`src/tchd_pkg.sv`:
```
// Shared types, codes and helper functions for the two-car hall call dispatcher.
`default_nettype none

package tchd_pkg;

	// Floors are four bits wide; the mirror of a floor is its complement
	localparam int FLOOR_W = 4;
	localparam int FLOOR_COUNT = 16;
	localparam int DIR_W = 2;
	localparam int CAR_W = 2;

	// Input stream widths (tdata padded to whole bytes)
	localparam int IN_FIELDS_W = 5 * FLOOR_W + 2 * DIR_W;
	localparam int IN_DATA_W = ((IN_FIELDS_W + 7) / 8) * 8;
	localparam int OUT_FIELDS_W = CAR_W + FLOOR_W;
	localparam int OUT_DATA_W = ((OUT_FIELDS_W + 7) / 8) * 8;

	typedef logic [FLOOR_W-1:0] floor_t;
	typedef logic [DIR_W-1:0] dir_t;
	typedef logic [CAR_W-1:0] car_t;

	// Car motion codes
	localparam dir_t MOT_STOP = 2'd0;
	localparam dir_t MOT_UP = 2'd1;
	localparam dir_t MOT_DOWN = 2'd2;
	// unused code: neither stopped, up nor down
	localparam dir_t MOT_SPARE = 2'd3;

	// Call direction codes
	localparam logic CALL_UP = 1'b0;
	localparam logic CALL_DOWN = 1'b1;

	// Assignment codes
	localparam car_t CAR_NONE = 2'd0;
	localparam car_t CAR_A = 2'd1;
	localparam car_t CAR_B = 2'd2;

	// One hall call with the state of both cars
	typedef struct packed {
		floor_t car_b_target;
		dir_t car_b_dir;
		floor_t car_b_floor;
		floor_t car_a_target;
		dir_t car_a_dir;
		floor_t car_a_floor;
		floor_t call_floor;
		logic action;
	} hall_call_t;

	// Dispatch decision
	typedef struct packed {
		floor_t new_target;
		car_t assigned_car;
	} dispatch_t;

	// Down calls are handled as up calls with the floor order reversed
	function automatic floor_t mirror_floor(input floor_t f, input logic mir);
		return mir ? ~f : f;
	endfunction

	// Mirrored view swaps up and down; stopped and the unused code stay
	function automatic dir_t mirror_dir(input dir_t d, input logic mir);
		dir_t r;
		r = d;
		if (mir && d == MOT_UP) begin
			r = MOT_DOWN;
		end else if (mir && d == MOT_DOWN) begin
			r = MOT_UP;
		end
		return r;
	endfunction

endpackage

`default_nettype wire

```
`src/tchd_decide.sv`:
```
// Combinational dispatch rules for one hall call across two cars.
`default_nettype none

module tchd_decide
	import tchd_pkg::*;
(
	input  wire hall_call_t call,
	output dispatch_t       result
);

	floor_t f, fa, ta, fb, tb;
	dir_t da, db;
	car_t car;
	logic mir;

	// Map the call into the up-call frame
	assign mir = (call.action == CALL_DOWN);
	assign f = mirror_floor(call.call_floor, mir);
	assign fa = mirror_floor(call.car_a_floor, mir);
	assign ta = mirror_floor(call.car_a_target, mir);
	assign fb = mirror_floor(call.car_b_floor, mir);
	assign tb = mirror_floor(call.car_b_target, mir);
	assign da = mirror_dir(call.car_a_dir, mir);
	assign db = mirror_dir(call.car_b_dir, mir);

	// Up-call rule chain, first match wins
	always_comb begin
		car = CAR_NONE;
		priority if (fa == f || fb == f) begin
			car = CAR_NONE;
		end else if ((fa < f && da == MOT_UP && ta > f) ||
			(fb < f && db == MOT_UP && tb > f)) begin
			// a car going up will pass the floor anyway
			car = CAR_NONE;
		end else if (f > fa && f > fb) begin
			if (da != MOT_DOWN && db != MOT_DOWN) begin
				if (fa > fb) begin
					car = CAR_A;
				end else if (fa < fb) begin
					car = CAR_B;
				end else begin
					car = (da == MOT_UP) ? CAR_A : CAR_B;
				end
			end else if (da == MOT_UP) begin
				car = CAR_A;
			end else if (db == MOT_UP) begin
				car = CAR_B;
			end else if (da == MOT_STOP) begin
				car = CAR_A;
			end else if (db == MOT_STOP) begin
				car = CAR_B;
			end
		end else if (fa > f && fb > f) begin
			if (da == MOT_STOP && db == MOT_STOP) begin
				car = (fa < fb) ? CAR_A : CAR_B;
			end else if (da == MOT_STOP) begin
				car = CAR_A;
			end else if (db == MOT_STOP) begin
				car = CAR_B;
			end
		end else if (fa < f) begin
			// first below, second above
			if (da != MOT_DOWN) begin
				car = CAR_A;
			end else if (db != MOT_UP && tb > f) begin
				car = CAR_B;
			end
		end else begin
			// first above, second below
			if (db != MOT_DOWN) begin
				car = CAR_B;
			end else if (da != MOT_UP && ta > f) begin
				car = CAR_A;
			end
		end
	end

	assign result.assigned_car = car;
	assign result.new_target = (car != CAR_NONE) ? call.call_floor : '0;

endmodule

`default_nettype wire

```
`src/two_car_hall_call_dispatch.sv`:
```
// Pipeline: input register, then result register, with the dispatch rules between them as
// one compare tree. Throughput: one call per cycle unless the output stalls; the input
// register refills whenever the result register moves on or is empty, so a stalled output
// holds one result and one waiting call.
// Reset: arst_n clears both valid flags asynchronously; no clearing pass, ready right away.
`default_nettype none

module two_car_hall_call_dispatch
	import tchd_pkg::*;
(
	input  wire logic                  clk,
	input  wire logic                  arst_n,
	input  wire logic                  s_tvalid,
	output logic                       s_tready,
	// call_floor, car_a_floor, car_a_dir, car_a_target, car_b_floor, car_b_dir, car_b_target
	input  wire logic [IN_DATA_W-1:0]  s_tdata,
	// action
	input  wire logic                  s_tuser,
	output logic                       m_tvalid,
	input  wire logic                  m_tready,
	// assigned_car, new_target, zero pad
	output logic [OUT_DATA_W-1:0]      m_tdata
);

	hall_call_t call_s1;
	dispatch_t result, result_s2;
	logic valid_s1, valid_s2;
	logic adv;

	// Result register moves when empty or taken
	assign adv = !valid_s2 || m_tready;
	assign s_tready = !valid_s1 || adv;

	// Control flags
	always_ff @(posedge clk or negedge arst_n) begin
		if (!arst_n) begin
			valid_s1 <= 1'b0;
			valid_s2 <= 1'b0;
		end else begin
			if (s_tready) begin
				valid_s1 <= s_tvalid;
			end
			if (adv) begin
				valid_s2 <= valid_s1;
			end
		end
	end

	// Payload registers
	always_ff @(posedge clk) begin
		if (s_tvalid && s_tready) begin
			call_s1 <= {s_tdata[IN_FIELDS_W-1:0], s_tuser};
		end
		if (adv && valid_s1) begin
			result_s2 <= result;
		end
	end

	tchd_decide u_decide (
		.call   (call_s1),
		.result (result)
	);

	assign m_tvalid = valid_s2;
	assign m_tdata = {{(OUT_DATA_W-OUT_FIELDS_W){1'b0}}, result_s2};

endmodule

`default_nettype wire

```
`config.mk`:
```
export PLATFORM = sky130hd
export DESIGN_NAME = two_car_hall_call_dispatch
export DESIGN_NICKNAME = d
export VERILOG_FILES = /design/src/tchd_pkg.sv /design/src/tchd_decide.sv /design/src/two_car_hall_call_dispatch.sv
export SDC_FILE = /design/constraint.sdc
export NUM_CORES = 1
export LEC_CHECK = 0
export BUFFER_PORTS_ARGS = -buffer_cell sky130_fd_sc_hd__buf_2
export CORE_MARGIN = 2
export CORE_UTILIZATION = 45
export DETAILED_ROUTE_END_ITERATION = 8
export PLACE_DENSITY = 0.68
export SYNTH_ARGS = -nofsm -noshare
export SYNTH_HDL_FRONTEND = slang
export SYNTH_SLANG_ARGS = --single-unit
```
`constraint.sdc`:
```
create_clock -name clk -period 4.71 [get_ports clk]
set_input_delay 0.471 -clock clk [delete_from_list [all_inputs] [get_ports clk]]
set_output_delay 0.471 -clock clk [all_outputs]
set_load 0.01 [all_outputs]
```
Word-level counts from Yosys, hierarchy flattened
Cells that the tools add are included.
Widths: inputs -> output; s select.
{ "totals": {"ff_bits": 33, "out_inout_bits": 10, "wordCells": 92, "in_bits": 29} }
{ "classes": {"n_bitwise": 5, "n_eq_ne": 12, "magnitude_cmp": 10, "reduce_logical": 25, "n_mux": 28} }
{ "ops": {"columns": ["op", "n"], "rows": [
  ["$mux 2", 22],
  ["$gt 4x4->1", 7],
  ["$mux 4", 5],
  ["$not 4->4", 5],
  ["$logic_and 1x1->1", 16],
  ["$lt 4x4->1", 3],
  ["$eq 2x1->1 const B", 4],
  ["$eq 4x4->1", 2],
  ["$eq 2x2->1 const B", 2],
  ["$logic_not 2->1", 2],
  ["$logic_or 1x1->1", 4],
  ["$ne 2x1->1 const B", 2],
  ["$ne 2x2->1 const B", 2],
  ["$logic_not 1->1", 2],
  ["$reduce_bool 2->1", 1],
  ["$mux 1", 1]
]} }

Logic depth before layout (Yosys ltp)
{ "depth": {"depth_word": 14, "depth_mapped": 12, "mapped_depth_nobuf": 10} }

Cells and area by module
Synthesis repeated with hierarchy kept, for this count alone.
{ "hier_totals": {"hier_cells": 195, "hier_area_um2": 2237.1} }
{ "modules_own_cells": {"columns": ["mod", "instances", "area_each_um2", "cells_each"], "rows": [
  ["tchd_decide", 1, 1183.6, 153],
  ["two_car_hall_call_dispatch", 1, 1053.5, 42]
]} }

Least setup slack after synthesis
No wires, ideal clock.
{ "synth_path": {"path_type": "reg2reg", "from": "register call_s1[0] (netlist name)", "to": "register result_s2, in the netlist m_tdata[3] (data pin)", "setup_ns": 0.146, "stages_incl_launch_ff": 13, "t_required_ns": 4.564, "setup_slack_ns": 1.798, "t_arrival_ns": 2.766, "period_less_slack_ns": 2.912, "cell_sequence": "edfxtp_1 > buf_2 > buf_4 > buf_2 > xor2_1 > ha_1 > nor2b_1 > o211ai_1 > a211oi_1 > a311o_1 > a211oi_1 > o211ai_2 > a21oi_1"} }
{ "synth_via": {"elab_chain_cells": 13} }
{ "synth_lines": {"columns": ["item", "line_no", "text"], "rows": [
  ["start: declaration", "two_car_hall_call_dispatch.sv:25", "hall_call_t call_s1;"],
  ["start signal: assignment", "two_car_hall_call_dispatch.sv:52", "call_s1 <= {s_tdata[IN_FIELDS_W-1:0], s_tuser};"],
  ["parallel branches: the longest is 11 deep, another holds $gt 4x4->1", null, null],
  ["$mux 2 (*)", "tchd_decide.sv:29", "priority if (fa == f || fb == f) begin"],
  ["$reduce_bool 2->1 (*)", "tchd_decide.sv:79", "assign result.new_target = (car != CAR_NONE) ? call.call_floor : '0;"],
  ["end signal: assignment", "two_car_hall_call_dispatch.sv:55", "result_s2 <= result;"],
  ["end: declaration", "two_car_hall_call_dispatch.sv:26", "dispatch_t result, result_s2;"]
]} }
Every way passes the cells marked *.
A chain may end at the register's enable or synchronous reset.

Worst setup path after layout
{ "layout_path": {"from": "register call_s1[0] (netlist name)", "to": "register result_s2, in the netlist m_tdata[2] (data pin)"} }
Same word-level chain as after synthesis.

==> metrics <==
clock transition at the registers of the reported paths 0.07 ns; cell with the most instances after synthesis edfxtp_1; flop2flop setup slack 1.23 ns; placed inst area 2370 µm²; CTS Sinks 33; Yosys reg bits 33; period utilization 73.9%; share of cells above drive strength 1 24.5%; max-slew violation total from the final report 0; Layout Skew 0.00915 ns; slew margin rel. 29.3%; cts repair resizes 0; Final GP Congestion 0.832; DRC Markers 0; CTS tree yes; Initial Util 46.1%; Area growth, synth to finish 14.0%; WL final 3.88 mm; CTS max path bufs 2; run status finished clean; Vias/cell 5.50; Synth Cell Area 2160 µm²; cells on worst reg2reg path 11; n_diodes 0; largest cells by area after synthesis edfxtp_1, ha_1, xnor2_1; Worst R2R End m_tdata[2]$_SDFFCE_PN0P_; number of hold violations in the final report 0; first-pass GRT wire length 6.58 mm; IO Pins 39; FF-to-FF Start call_s1[0]$_DFFE_PP_; Power Total 0.000807 W; required time of the worst setup path 4.85 ns; Tot GR Track Use 16.1%; worst setup path end m_tdata[2]$_SDFFCE_PN0P_; WL/cell 13.5 µm; Synth top cells by count edfxtp_1, ha_1, nand2b_1, xnor2_1; CTS buffer count 5; Cell variety after synth 52; 1st-pass router iterations 4; largest net degree at the start of global routing 26; Ys Warns 0; Die H 73.4 µm; ANT nets after route 0; initial antenna violation count 0; Synth top area share 43.0%; Mapped Cells 193; area leader, netlist edfxtp_1; Final Cell Area 2470 µm²; Worst Path Arrival 3.62 ns; DIE WIDTH 73.4 µm; row count 25; Finished Core Util 52.6%; area of the multi-input gates 1110 µm²; detailed-placement wirelength estimate 2.99 mm; Tightest Hold Check Type input port to register; Synth Area per Inst 11.2 µm²; critical path peak fanout 24; vias in the first global route 1470; Crit. Startpoint call_s1[0]$_DFFE_PP_; Clock Root Buffer clkbuf_8; fmax 287 MHz; pwr dens 327 nW/µm²; Skew-Pair Late Insertion Delay 0.29 ns; RSZ-0062 raised after global routing false; IO Port Bufs 36; Slew @ Worst Pin 1.06 ns; H-tree levels 2; global route overflow 0; Die ar. 5380 µm²; crit path kind register to register; Max VDD drop 0.000184 V; register area 981 µm²; Fillers 423; leakage power 0.968 nW; maxcap violations 0; core footprint 4690 µm²; Setup Buffers After CTS 0; Post-synth top flop edfxtp_1; final worst path period need 3.48 ns; DR vias 1578; register area share after synthesis 45.3%; Critical Path Source Type register; final count of negative-setup-slack endpoints 0; initial DRC count 72; number of synthesized flops with an enable pin 31; fin nets 273; Synth async-reset ratio 6.06%; TNS Setup 0 ns; crit end category register
[registers in the layout, summed over array words and instances (netlist names)]
name and cells:
m_tvalid 1, m_tdata 6, call_s1 25, valid_s1 1
[how the worst min path moves through the flow]
stage,startpoint,end,slack [ns],depth (start not counted)
detailed placement,arst_n,valid_s1$_DFFE_PN0N_,0.26,1
global route,s_tdata[22],call_s1[23]$_DFFE_PP_,0.35,1
CTS,s_tdata[0],call_s1[1]$_DFFE_PP_,0.34,1
finish,s_tdata[0],call_s1[1]$_DFFE_PP_,0.35,1
global placement,arst_n,m_tvalid$_DFFE_PN0P_,0.26,1
floorplan,arst_n,m_tvalid$_DFFE_PN0P_,0.18,0
[metal layers]
layer	global-route usage [%]	part of all wire (%)
met1	20.7	46
met5	0	0
met2	26.5	48
met3	4.12	4.6
met4	5.45	1.6
[per-stage QoR]
stage / setup slack, ns / hold WS (ns) / std cells
global placement: 1.38 / 0.256 / 278
detailed placement: 1.25 / 0.257 / 278
floorplan: 1.80 / 0.175 / 194
finish: 1.23 / 0.354 / 287
global route: 0.948 / 0.346 / 287
CTS: 1.23 / 0.344 / 287
[worst max-delay path, cell delays in order (launching register included)]
cell and delay (ns):
edfxtp_1 0.98, buf_4 0.32, xor2_1 0.22, inv_1 0.08, ha_1 0.32, nand4_1 0.11
a311oi_1 0.28, a211oi_1 0.10, a311o_1 0.30, a211oi_1 0.28, o211ai_2 0.17, a21boi_1 0.19
[layout by cell type, fill, tap and decap left out, types with 2 or more instances in the layout]
master and n:
a211oi_1 8, a21boi_0 2, a21boi_1 3, a21o_1 2
a21oi_1 7, a311oi_1 2, and2_1 4, and3_1 2
and3b_1 2, buf_2 36, clkbuf_8 5, clkinv_2 2
conb_1 2, dfrtp_1 2, edfxtp_1 31, ha_1 12
inv_1 6, inv_2 2, mux2i_1 3, nand2_1 10
nand2b_1 12, nand3b_1 4, nand4_1 2, nor2_1 10
nor2b_1 6, nor3_1 3, nor3b_1 3, o2111ai_1 3
o211ai_1 2, o21ai_1 2, o311ai_1 2, xnor2_1 11
xor2_1 8
[cell families (layout without fill, tap and decap cells)]
group,Yosys count,in the layout,share of synthesized area [%]
AOI/OAI and AO/OA,45,45,17.1
xor gates and xnor gates,19,19,7.69
adders and majority gates,13,13,7.46
buffers and inverters,15,54,3.76
DFF,33,33,45.3
muxes,3,3,1.39
other,1,2,0.173
and+or+nand+nor,64,64,17.1
[where the power goes]
group	internal (W)	total, W	switching [W]	leakage, nW
clock network	0.000102	0.000206	0.000104	0.0439
registers	0.000356	0.000377	0.0000212	0.320
logic	0.000100	0.000224	0.000124	0.603
total	0.000558	0.000807	0.000249	0.968
[cell type report]
| cell class | instances | area share, % |
|---|---|---|
| multi-input cells | 146 | 44.8 |
| flip-flops and latches | 33 | 39.7 |
| repair buffers | 38 | 8.01 |
| clock buffers | 5 | 2.79 |
| well taps | 54 | 2.74 |
| inverters | 8 | 1.22 |
| clock inverters | 3 | 0.710 |
[repair_timing]
action | 4_1_cts | 5_1_grt
hold buffers | 1 | 0
endpoints found under the setup margin | 0 | 0
hold endpoints to repair | 2 | 0
(Power assumes the default switching activity.)
